--- src/design/tspr_pkg.sv ---
// Shared types and constants for the transport-stream sync and PID router.
// No dependencies; every other design file but tspr_checker refers to this package by scoped name.
`timescale 1ns / 1ps

package tspr_pkg;

    localparam logic [7:0] SYNC_BYTE   = 8'h47;
    localparam logic [4:0] PID_HI_MASK = 5'h1F;
    localparam int         PID_W       = 13;
    localparam int         PCOUNT_W    = 3;

    // Register indexes (byte address = 4 * index)
    localparam logic [2:0] REG_BYPASS    = 3'd0;
    localparam logic [2:0] REG_PID_COUNT = 3'd1;
    localparam logic [2:0] REG_PID_SLOT0 = 3'd2;

    // Result queue sizing: one input byte pushes at most three results
    localparam int QUEUE_DEPTH = 6;
    localparam int QCNT_W      = 3;
    localparam int MAX_PUSH    = 3;

    typedef struct packed {
        logic [7:0] out_byte;
        logic       to_cipher;
        logic       packet_first;
        logic       packet_last;
        logic       run_last;
    } result_t;

    typedef struct packed {
        logic [1:0]        count;
        result_t [2:0]     item;
    } push_t;

    typedef struct packed {
        logic                bypass;
        logic [PCOUNT_W-1:0] pid_count;
    } cfg_ctrl_t;

endpackage

--- src/design/tspr_cfg_regs.sv ---
// APB register file: bypass, slot count and PID slot registers.
// Depends on tspr_pkg.
`timescale 1ns / 1ps

module tspr_cfg_regs #(
    parameter int PID_SLOTS = 6
) (
    input  logic                                     clk,
    input  logic                                     rst_n,
    input  logic                                     psel,
    input  logic                                     penable,
    input  logic                                     pwrite,
    input  logic [4:0]                               paddr,
    input  logic [31:0]                              pwdata,
    output logic [31:0]                              prdata,
    output logic                                     pready,
    output tspr_pkg::cfg_ctrl_t                      ctrl,
    output logic [PID_SLOTS-1:0][tspr_pkg::PID_W-1:0] pid_slots
);

    logic                                     bypass_reg;
    logic [tspr_pkg::PCOUNT_W-1:0]            pid_count_reg;
    logic [PID_SLOTS-1:0][tspr_pkg::PID_W-1:0] slot_reg;
    logic [2:0]                               reg_index;
    logic [2:0]                               slot_sel;
    logic                                     wr_en;
    logic                                     slot_range;

    assign pready     = 1'b1;
    assign reg_index  = paddr[4:2];
    assign wr_en      = psel && penable && pwrite;
    assign slot_sel   = reg_index - tspr_pkg::REG_PID_SLOT0;
    assign slot_range = reg_index >= tspr_pkg::REG_PID_SLOT0;

    always_ff @(posedge clk or negedge rst_n)
    begin
        if (!rst_n)
        begin
            bypass_reg    <= 1'b0;
            pid_count_reg <= '0;
            slot_reg      <= '0;
        end
        else if (wr_en)
        begin
            if (reg_index == tspr_pkg::REG_BYPASS)
                bypass_reg <= pwdata[0];
            if (reg_index == tspr_pkg::REG_PID_COUNT)
                pid_count_reg <= pwdata[tspr_pkg::PCOUNT_W-1:0];
            for (int i = 0; i < PID_SLOTS; i++)
            begin
                if (slot_range && slot_sel == 3'(i))
                    slot_reg[i] <= pwdata[tspr_pkg::PID_W-1:0];
            end
        end
    end

    always_comb
    begin
        prdata = '0;
        unique case (reg_index)
            tspr_pkg::REG_BYPASS:    prdata = {31'b0, bypass_reg};
            tspr_pkg::REG_PID_COUNT: prdata = {{(32-tspr_pkg::PCOUNT_W){1'b0}}, pid_count_reg};
            default:
            begin
                for (int i = 0; i < PID_SLOTS; i++)
                begin
                    if (slot_sel == 3'(i))
                        prdata = {{(32-tspr_pkg::PID_W){1'b0}}, slot_reg[i]};
                end
            end
        endcase
    end

    assign ctrl.bypass    = bypass_reg;
    assign ctrl.pid_count = pid_count_reg;
    assign pid_slots      = slot_reg;

endmodule

--- src/design/tspr_framer.sv ---
// Sync hunt, packet framing and PID match; produces up to three results per byte.
// Depends on tspr_pkg.
`timescale 1ns / 1ps

module tspr_framer #(
    parameter int PACKET_BYTES = 188,
    parameter int PID_SLOTS    = 6
) (
    input  logic                                      clk,
    input  logic                                      rst_n,
    input  logic                                      accept,
    input  logic [7:0]                                data_byte,
    input  tspr_pkg::cfg_ctrl_t                       ctrl,
    input  logic [PID_SLOTS-1:0][tspr_pkg::PID_W-1:0] pid_slots,
    output tspr_pkg::push_t                           push
);

    localparam logic [7:0] LAST_INDEX = 8'(PACKET_BYTES - 1);

    logic       in_packet_reg, in_packet_next;
    logic [7:0] byte_index_reg, byte_index_next;
    logic [7:0] held0_reg, held0_next;
    logic [7:0] held1_reg, held1_next;
    logic       cipher_reg, cipher_next;
    logic [tspr_pkg::PID_W-1:0] pid;
    logic       pid_hit;
    logic       last;

    assign pid  = {held1_reg[4:0] & tspr_pkg::PID_HI_MASK, data_byte};
    assign last = byte_index_reg >= LAST_INDEX;

    // Parallel compare against the slots in use
    always_comb
    begin
        pid_hit = 1'b0;
        for (int i = 0; i < PID_SLOTS; i++)
        begin
            if (3'(i) < ctrl.pid_count && pid_slots[i] == pid)
                pid_hit = 1'b1;
        end
    end

    always_comb
    begin
        in_packet_next  = in_packet_reg;
        byte_index_next = byte_index_reg;
        held0_next      = held0_reg;
        held1_next      = held1_reg;
        cipher_next     = cipher_reg;
        push            = '0;
        if (accept)
        begin
            if (ctrl.bypass)
            begin
                in_packet_next  = 1'b0;
                byte_index_next = '0;
                push.count      = 2'd1;
                push.item[0]    = '{data_byte, 1'b0, 1'b0, 1'b0, 1'b1};
            end
            else if (!in_packet_reg)
            begin
                if (data_byte == tspr_pkg::SYNC_BYTE)
                begin
                    in_packet_next  = 1'b1;
                    held0_next      = data_byte;
                    byte_index_next = 8'd1;
                end
            end
            else if (byte_index_reg == 8'd1)
            begin
                held1_next      = data_byte;
                byte_index_next = 8'd2;
            end
            else if (byte_index_reg == 8'd2)
            begin
                cipher_next     = pid_hit;
                byte_index_next = 8'd3;
                push.count      = 2'd3;
                push.item[0]    = '{held0_reg, pid_hit, 1'b1, 1'b0, 1'b0};
                push.item[1]    = '{held1_reg, pid_hit, 1'b0, 1'b0, 1'b0};
                push.item[2]    = '{data_byte, pid_hit, 1'b0, 1'b0, 1'b1};
            end
            else
            begin
                push.count   = 2'd1;
                push.item[0] = '{data_byte, cipher_reg, 1'b0, last, 1'b1};
                if (last)
                begin
                    in_packet_next  = 1'b0;
                    byte_index_next = '0;
                end
                else
                begin
                    byte_index_next = byte_index_reg + 8'd1;
                end
            end
        end
    end

    always_ff @(posedge clk or negedge rst_n)
    begin
        if (!rst_n)
        begin
            in_packet_reg  <= 1'b0;
            byte_index_reg <= '0;
            held0_reg      <= '0;
            held1_reg      <= '0;
            cipher_reg     <= 1'b0;
        end
        else
        begin
            in_packet_reg  <= in_packet_next;
            byte_index_reg <= byte_index_next;
            held0_reg      <= held0_next;
            held1_reg      <= held1_next;
            cipher_reg     <= cipher_next;
        end
    end

endmodule

--- src/design/tspr_out_queue.sv ---
// Shifting result queue; entry 0 is the output register.
// Depends on tspr_pkg.
`timescale 1ns / 1ps

module tspr_out_queue (
    input  logic              clk,
    input  logic              rst_n,
    input  tspr_pkg::push_t   push,
    output logic              in_ready,
    output logic              out_valid,
    input  logic              out_ready,
    output tspr_pkg::result_t out_item
);

    localparam int DEPTH = tspr_pkg::QUEUE_DEPTH;
    localparam int CW    = tspr_pkg::QCNT_W;

    tspr_pkg::result_t [DEPTH-1:0] q_reg, q_next;
    tspr_pkg::result_t [DEPTH-1:0] shifted;
    logic [CW-1:0] count_reg, count_next;
    logic [CW-1:0] base;
    logic          pop;

    assign out_valid = count_reg != '0;
    assign out_item  = q_reg[0];
    assign pop       = out_valid && out_ready;
    // Keep room for the largest push
    assign in_ready  = count_reg <= CW'(DEPTH - tspr_pkg::MAX_PUSH);
    assign base      = count_reg - {{(CW-1){1'b0}}, pop};

    always_comb
    begin
        for (int i = 0; i < DEPTH - 1; i++)
            shifted[i] = pop ? q_reg[i+1] : q_reg[i];
        shifted[DEPTH-1] = q_reg[DEPTH-1];
        q_next = shifted;
        for (int i = 0; i < DEPTH; i++)
        begin
            for (int k = 0; k < tspr_pkg::MAX_PUSH; k++)
            begin
                if (2'(k) < push.count && (base + CW'(k)) == CW'(i))
                    q_next[i] = push.item[k];
            end
        end
        count_next = base + {{(CW-2){1'b0}}, push.count};
    end

    always_ff @(posedge clk)
    begin
        q_reg <= q_next;
    end

    always_ff @(posedge clk or negedge rst_n)
    begin
        if (!rst_n)
            count_reg <= '0;
        else
            count_reg <= count_next;
    end

endmodule

--- src/design/ts_packet_sync_pid_router_top.sv ---
// Top level of the transport-stream sync and PID router.
// Depends on tspr_pkg, tspr_cfg_regs, tspr_framer and tspr_out_queue.
`timescale 1ns / 1ps

// Usage
//   Slave stream (s_*): one raw transport-stream byte per transfer.
//   Master stream (m_*): packet bytes in stream order; tuser carries the
//   routing flags, tlast marks the final byte of each packet.
//   APB port: bypass at 0x00, slot count at 0x04, PID slots 0..5 at 0x08..0x1C.
//   While hunting, bytes other than 0x47 are dropped. Bytes 0 and 1 of a
//   packet are held until byte 2 gives the PID; then all three leave back to
//   back, followed by one result per later byte, each tagged to_cipher when
//   the PID matches an enabled slot. Bypass forwards every byte with only run_last set.
// Timing
//   Results are registered in the queue, whose entry 0 drives m_* directly;
//   the three results of byte 2 leave one after another.
//   Throughput: one byte per cycle while s_tready is high; the six-entry
//   result queue drops s_tready only while more than three results wait.
// Reset and stall
//   rst_n clears the queue, framing state and registers (hunting, bypass off,
//   no slots in use). When the receiver stalls, the queue holds the head
//   result steady and fills; s_tready falls once it cannot take a full push.
module ts_packet_sync_pid_router_top #(
    parameter int PACKET_BYTES = 188,
    parameter int PID_SLOTS    = 6
) (
    input  logic        clk,
    input  logic        rst_n,
    input  logic        s_tvalid,
    output logic        s_tready,
    input  logic [7:0]  s_tdata,   // [7:0] data_byte
    output logic        m_tvalid,
    input  logic        m_tready,
    output logic [7:0]  m_tdata,   // [7:0] out_byte
    output logic [2:0]  m_tuser,   // [0] to_cipher, [1] packet_first, [2] run_last
    output logic        m_tlast,   // packet_last
    input  logic        psel,
    input  logic        penable,
    input  logic        pwrite,
    input  logic [4:0]  paddr,
    input  logic [31:0] pwdata,
    output logic [31:0] prdata,
    output logic        pready
);

    tspr_pkg::cfg_ctrl_t                       ctrl;
    logic [PID_SLOTS-1:0][tspr_pkg::PID_W-1:0] pid_slots;
    tspr_pkg::push_t                           push;
    tspr_pkg::result_t                         head;
    logic                                      accept;

    // A transfer on the slave side advances the framer
    assign accept = s_tvalid && s_tready;

    tspr_cfg_regs #(
        .PID_SLOTS (PID_SLOTS)
    ) u_cfg (
        .clk       (clk),
        .rst_n     (rst_n),
        .psel      (psel),
        .penable   (penable),
        .pwrite    (pwrite),
        .paddr     (paddr),
        .pwdata    (pwdata),
        .prdata    (prdata),
        .pready    (pready),
        .ctrl      (ctrl),
        .pid_slots (pid_slots)
    );

    tspr_framer #(
        .PACKET_BYTES (PACKET_BYTES),
        .PID_SLOTS    (PID_SLOTS)
    ) u_framer (
        .clk       (clk),
        .rst_n     (rst_n),
        .accept    (accept),
        .data_byte (s_tdata),
        .ctrl      (ctrl),
        .pid_slots (pid_slots),
        .push      (push)
    );

    // Results wait here so input keeps flowing while the receiver stalls
    tspr_out_queue u_queue (
        .clk       (clk),
        .rst_n     (rst_n),
        .push      (push),
        .in_ready  (s_tready),
        .out_valid (m_tvalid),
        .out_ready (m_tready),
        .out_item  (head)
    );

    assign m_tdata = head.out_byte;
    assign m_tuser = {head.run_last, head.packet_first, head.to_cipher};
    assign m_tlast = head.packet_last;

endmodule

--- config.mk ---
export PLATFORM = sky130hd
export DESIGN_NAME = ts_packet_sync_pid_router_top
export DESIGN_NICKNAME = d
export VERILOG_FILES = /design/src/design/tspr_pkg.sv /design/src/design/tspr_cfg_regs.sv /design/src/design/tspr_framer.sv /design/src/design/tspr_out_queue.sv /design/src/design/ts_packet_sync_pid_router_top.sv
export SDC_FILE = /design/constraint.sdc
export NUM_CORES = 1
export LEC_CHECK = 0
export ABC_AREA = 1
export BUFFER_PORTS_ARGS = -buffer_cell sky130_fd_sc_hd__buf_2
export CAP_MARGIN = 10
export CORE_ASPECT_RATIO = 2
export CORE_MARGIN = 2
export CORE_UTILIZATION = 59
export CTS_CLUSTER_SIZE = 10
export DETAILED_ROUTE_END_ITERATION = 8
export PLACE_DENSITY = 0.79
export REMOVE_ABC_BUFFERS = 1
export SYNTH_ARGS = -nofsm -noshare
export SYNTH_HDL_FRONTEND = slang
export SYNTH_SLANG_ARGS = --single-unit
--- constraint.sdc ---
create_clock -name clk -period 3.9 [get_ports clk]
set_input_delay 0.195 -clock clk [delete_from_list [all_inputs] [get_ports clk]]
set_output_delay 0.195 -clock clk [all_outputs]
set_load 0.01 [all_outputs]
==> run_results.csv, run 1 <==
group,metric,value,unit
clock_network,clock_sink_count,183,
clock_network,clockRootBuffer,"clkbuf_16",
global_routing,grt_max_degree,57,
drt,initialDrtViolationCount,906,
timing,rsz0062_at_grt,"no",
drt,dr.pass1.iters,6,
pwr,leakage,5.32,nW
finish,drive_above_1_share,11.4,%
yosys,avgSynthCellArea,7.66,sq um
timing,drv_slew,0,
finish,antenna_cells,0,
clock_network,clk_latency,0.45,ns
worst_setup_path,worstSetupPathType,"flop to flop",
finish,layout_commonest_cell,"nand2_1",
placement,placed_area,11100,sq um
floorplan,rows,69,
worst_setup_path,cp_data_arrival_time,3.52,ns
worst_setup_path,path_cells,"inv_2, nand3_1, nand2_1, inv_1, ha_1, ha_1, nor2_1, ha_1, nand2_2, nor2_2, inv_2, nand2_1, inv_2, nand3_1",
drt,avgViaCountPerCell,6.16,
clock_network,cts_max_level,4,
yosys,ys_seq_area_share,46.2,%
global_routing,gr-total-overflow,0,
worst_setup_path,cp-end-kind,"flop",
pwr,p_sw,2.14,mW
pwr,seq_power_share,44.7,%
placement,dp_hpwl,27.4,mm
finish,final_nets,1501,
clock_network,clk_pin_slew,0.08,ns
finish,largest_reg_flops,78,
finish,design_area,11700,sq um
worst_setup_path,crit_buf_inv,4,
floorplan,die_w,99.2,um
yosys,syn_area,10700,sq um
worst_setup_path,path_max_fanout,12,
min_path,hold_path.class,"input port to flop",
yosys,ys_ff_latch,183,
worst_setup_path,cpPeakStageDelay,0.43,ns
pwr,powerDensity,519,nW/um^2
timing,hold_violations,0,
pwr,pwr-share-comb,26.0,%
pwr,swShare,35.2,%
worst_setup_path,cpLargestDelayFamily,"simple AND/OR/NAND/NOR gates",
clock_network,postCtsSetupBuffers,0,
drt,drc_errors,0,
global_routing,antenna_found_initial,0,
drt,wl_per_cell,22.0,um
floorplan,core,17800,sq um
floorplan,start_util,60.1,%
drt,vias,10263,
yosys,syn_inst,1396,
yosys,ys_warn_count,0,
clock_network,cts_hold_buf,2,
finish,final_cell_mix,"nand2_1 (370), o21ai_0 (230), inv_1 (130)",
finish,final_core_util,65.8,%
timing,fin_crit,3.50,ns
timing,fin_crit_sh,89.6,%
worst_setup_path,required,3.92,ns
timing,relSlewSlack,15.1,%
flow_run,cap_violations,0,
drt,antenna_left,0,
pwr,irDropWorstVdd,311,uV
floorplan,die-area,19300,sq um
clock_network,cts_made_buffers,17,
floorplan,ios,99,
timing,worst_slew_pin_slew,1.27,ns
pwr,pwr-share-clk,29.2,%
global_routing,grt_pass1_vias,10322,
yosys,synth_cell_types,40,
floorplan,die_y,194,um
global_routing,grt.total_usage,38.5,%
timing,worst_hold_slack,0.0709,ns
worst_setup_path,crit_slowest_cell,"nand3_1",
global_routing,grt_pass1_wl,55.3,mm
timing,finalClockSkew,0.0105,ns
clock_network,cts_buffer_depth,2,
clock_network,cts-resized-gates,0,
clock_network,cts_tree,"done",
timing,fmax,286,MHz
timing,setup_tns,0,ns
status,status,"complete, no violations",
worst_setup_path,start_kind,"flop",
timing,setup_viol,0,
pwr,p_int,3.94,mW
pwr,p_total,6.08,mW
placement,numPortBuffers,57,
drt,wirelength,36.7,mm
placement,place.gp.congestion,1.08,
finish,areaGrowthSynthToFinish,9.51,%
power by group through the flow:
stage / Combinational, mW / Sequential (mW) / Clock [mW]
after global routing: 1.75 / 2.74 / 1.84
after global placement: 1.51 / 2.73 / 0
after floorplan: 1.00 / 2.66 / 0
final: 1.58 / 2.72 / 1.78
after CTS: 1.55 / 2.71 / 1.77
after detailed placement: 1.54 / 2.74 / 0
per-layer routing:
layer / global-route usage [%] / up-vias / share of wire, % / routed length, um
met2: 67.5 / 656 / 51 / 18700
li1: - / 4666 / - / -
met3: 6.01 / 246 / 6.5 / 2380
met1: 37.4 / 4695 / 31 / 11500
met4: 35.5 / 0 / 11 / 4130
met5: 0 / - / 0 / 0
through the flow:
stage / worst slack, ns / cells
after floorplan: 0.329 / 1326
after global placement: 0.549 / 1632
after detailed placement: 0.425 / 1632
after CTS: 0.405 / 1666
after global routing: 0.165 / 1666
final: 0.404 / 1666
logic make-up after synthesis:
logic type,count (synthesis),synth area share [%]
flip-flops,183,46.2
other,2,0.0702
buffers and inverters,242,10.0
adder cells (fa/ha/maj),9,1.12
XOR/XNOR,29,2.38
AO/OA/AOI/OAI,388,19.5
AND/OR/NAND/NOR,543,20.8
cell type report:
type,count,area (sq um)
Clock inverter,13,143
Tap cell,213,267
Multi-Input combinational cell,989,4760
Clock buffer,19,447
Sequential cell,183,4940
Inverter,154,578
Timing Repair Buffer,95,578
Fill cell,1570,6070
cell usage after synthesis:
cell | instances | share of area [%]
o22ai_1 | 16 | 0.94
clkinv_1 | 5 | 0.18
edfxtp_1 | 72 | 20
nor4_1 | 1 | 0.059
clkbuf_1 | 28 | 0.98
buf_4 | 35 | 2.5
o21bai_1 | 1 | 0.070
a31oi_1 | 10 | 0.59
buf_1 | 1 | 0.035
fa_1 | 1 | 0.19
nand4_1 | 3 | 0.18
nor2_2 | 4 | 0.23
a221oi_1 | 10 | 0.82
xnor2_1 | 11 | 0.90
o32ai_1 | 1 | 0.082
a32oi_1 | 5 | 0.41
nor3_4 | 1 | 0.15
o311ai_0 | 1 | 0.082
nor3_1 | 12 | 0.56
nor2_4 | 4 | 0.42
inv_2 | 19 | 0.67
ha_1 | 8 | 0.94
nand4_2 | 1 | 0.12
inv_1 | 130 | 4.6
o21a_1 | 5 | 0.35
nand2_1 | 370 | 13
or2_2 | 4 | 0.23
a21oi_1 | 72 | 3.4
a22oi_1 | 2 | 0.14
nor3_2 | 3 | 0.28
o211ai_1 | 9 | 0.63
nand3_1 | 48 | 2.2
o21ai_0 | 230 | 11
nand2_2 | 3 | 0.18
buf_2 | 24 | 1.1
xor2_1 | 18 | 1.5
o21ai_1 | 26 | 1.2
dfrtp_1 | 111 | 26
conb_1 | 2 | 0.070
nor2_1 | 89 | 3.1
path summary, 6_finish.rpt:
kind / start / to / slack [ns] / depth (start not counted)
max in group asynchronous: rst_n / u_cfg.pid_slots[68] / 2.65 / 3
min reg2reg: u_framer.held0_reg[0] / u_framer.held0_reg[0] / 0.46 / 2
max: u_queue.count_reg[2] / u_queue.q_reg[33] / 0.40 / 14
min in group asynchronous: rst_n / u_cfg.pid_slots[74] / 0.37 / 2
min: pwdata[4] / u_cfg.pid_slots[69] / 0.07 / 3
max reg2reg: u_queue.count_reg[2] / u_queue.q_reg[33] / 0.40 / 14
tightest hold or removal path, delay by kind of cell:
family          cells  cell delay [ns]
buf+inv             2             0.14
compound gates      1             0.15
Note: power is estimated with default switching activity, not from simulation.
==> run 2, diff against run 1 <==
- CORE_MARGIN: 2 -> 3
==> run 2 against run 1 <==
Worst hold slack got worse by 0.045 ns. Clock skew shrank 0.0018 ns. Combinational power barely moved. Clock-buffer cell count increased by 1. Global-route usage is 1.3 points lower. Via count down 0.89%. Critical path depth up 3. Design area decreased by 0.45%. Die area up 3.1%. Highest routed layer unchanged.
==> run_results.csv, run 2 (synthesized netlist as in run 1, its figures left out) <==
group,metric,value,unit
timing,fin_crit_sh,89.1,%
drt,wl_per_cell,21.7,um
floorplan,ios,99,
finish,antenna_cells,0,
timing,fin_crit,3.47,ns
finish,register_area,4940,sq um
global_routing,grt_max_degree,67,
drt,drc_errors,0,
worst_setup_path,start_kind,"flop",
clock_network,cts_buffer_depth,2,
pwr,irDropWorstVdd,350,uV
placement,numPortBuffers,57,
timing,worst_slew_pin_slew,1.12,ns
timing,fmax,288,MHz
drt,dr.pass1.iters,7,
finish,largest_reg_flops,78,
drt,wirelength,36.0,mm
worst_setup_path,required,3.99,ns
global_routing,grt.total_usage,37.2,%
finish,multi_input_area,4760,sq um
finish,final_nets,1496,
drt,initialDrtViolationCount,884,
clock_network,clk_pin_slew,0.07,ns
timing,setup_viol,0,
floorplan,die-area,19900,sq um
worst_setup_path,worstSetupPathType,"flop to flop",
placement,place.gp.congestion,1.08,
timing,setup_ws,0.426,ns
min_path,hold_path.class,"input port to flop",
pwr,seq_power_share,45.1,%
finish,areaGrowthSynthToFinish,9.02,%
timing,rsz0062_at_grt,"no",
timing,setup_tns,0,ns
global_routing,gr-total-overflow,0,
pwr,p_sw,2.16,mW
pwr,p_total,6.02,mW
worst_setup_path,cp_data_arrival_time,3.56,ns
finish,fin_cells,1661,
clock_network,cts_tree,"done",
status,status,"complete, no violations",
flow_run,cap_violations,0,
worst_setup_path,path_max_fanout,12,
pwr,p_int,3.86,mW
timing,worst_hold_slack,0.0262,ns
pwr,pwr-share-comb,26.2,%
global_routing,antenna_found_initial,0,
placement,dp_hpwl,26.7,mm
placement,placed_area,11100,sq um
floorplan,die_w,101,um
finish,design_area,11700,sq um
timing,finalClockSkew,0.00870,ns
finish,fillers,1596,
placement,dp_cells,1627,
timing,relSlewSlack,25.1,%
global_routing,grt_pass1_wl,54.8,mm
timing,hold_violations,0,
finish,layout_commonest_cell,"nand2_1",
clock_network,clockRootBuffer,"clkbuf_16",
pwr,swShare,35.8,%
clock_network,cts_made_buffers,17,
pwr,pwr-share-clk,28.7,%
finish,drive_above_1_share,11.1,%
clock_network,clock_sink_count,183,
finish,final_cell_mix,"nand2_1 (370), o21ai_0 (230), inv_1 (130)",
drt,antenna_left,0,
timing,drv_slew,0,
global_routing,grt_pass1_vias,10173,
floorplan,die_y,196,um
pwr,powerDensity,516,nW/um^2
floorplan,core,17800,sq um
pwr,leakage,5.29,nW
floorplan,rows,69,
clock_network,clk_latency,0.45,ns
worst_setup_path,cp-end-kind,"flop",
clock_network,cts_max_level,4,
drt,avgViaCountPerCell,6.12,
finish,final_core_util,65.5,%
placement,dp_slack,0.515,ns
drt,vias,10172,
floorplan,start_util,60.1,%
run 2: cell count changes in the layout (fill, tap and decap cells not counted), sizes merged:
cell         previous run  this run
clkbuf                 19        20
dlygate4sd3             2         1
bufinv                  2         0
clkinvlp                0         1
clkinv                 10         6
buf                    93        89
inv                   155       159
run 2: layout make-up:
cell class / instances / share of cell area [%]
clock inverters: 12 / 0.848
multi-input cells: 989 / 40.8
repair buffers: 90 / 4.62
flip-flops and latches: 183 / 42.4
inverters: 154 / 4.96
well taps: 213 / 2.29
clock buffers: 20 / 4.10
run 2: power by group through the flow:
stage | clock network [mW] | logic (mW) | registers (mW)
after floorplan | 0 | 1.00 | 2.66
after global placement | 0 | 1.49 | 2.73
after detailed placement | 0 | 1.53 | 2.74
after CTS | 1.72 | 1.54 | 2.70
after global routing | 1.80 | 1.75 | 2.75
final | 1.73 | 1.58 | 2.71
run 2: path summary, 6_finish.rpt:
check / from / endpoint / slack [ns] / cells after the start
max: u_queue.count_reg[2] / u_queue.q_reg[29] / 0.43 / 17
min: pwdata[0] / u_cfg.bypass_reg / 0.03 / 3
max reg2reg: u_queue.count_reg[2] / u_queue.q_reg[29] / 0.43 / 17
min reg2reg: u_framer.held0_reg[1] / u_framer.held0_reg[1] / 0.48 / 2
max in group asynchronous: rst_n / u_cfg.pid_slots[25] / 2.62 / 3
min in group asynchronous: rst_n / u_queue.count_reg[2] / 0.40 / 2
run 2: repair_timing:
action,4_1_cts,5_1_grt
buffers inserted,0,0
resized for setup,0,0
hold buffers,1,0
endpoints found under the hold margin,64,0
run 2: critical path, cell delays in order (launching register included):
cell,delay [ns]
dfrtp_1,0.39
inv_2,0.10
nand3_1,0.10
nand2_1,0.09
inv_1,0.04
ha_1,0.19
ha_1,0.21
inv_1,0.09
nand2_1,0.06
nand2_1,0.19
inv_1,0.16
nor2_1,0.19
inv_1,0.07
nor2_2,0.29
inv_1,0.25
nand2_1,0.18
inv_2,0.06
nand3_1,0.43
run 2: routing by layer:
layer / vias up / track usage, % / wire length [um]
li1: 4653 / - / -
met1: 4688 / 37.0 / 11200
met2: 601 / 63.0 / 18200
met3: 230 / 6.59 / 2460
met4: 0 / 35.0 / 4110
met5: - / 0 / 0
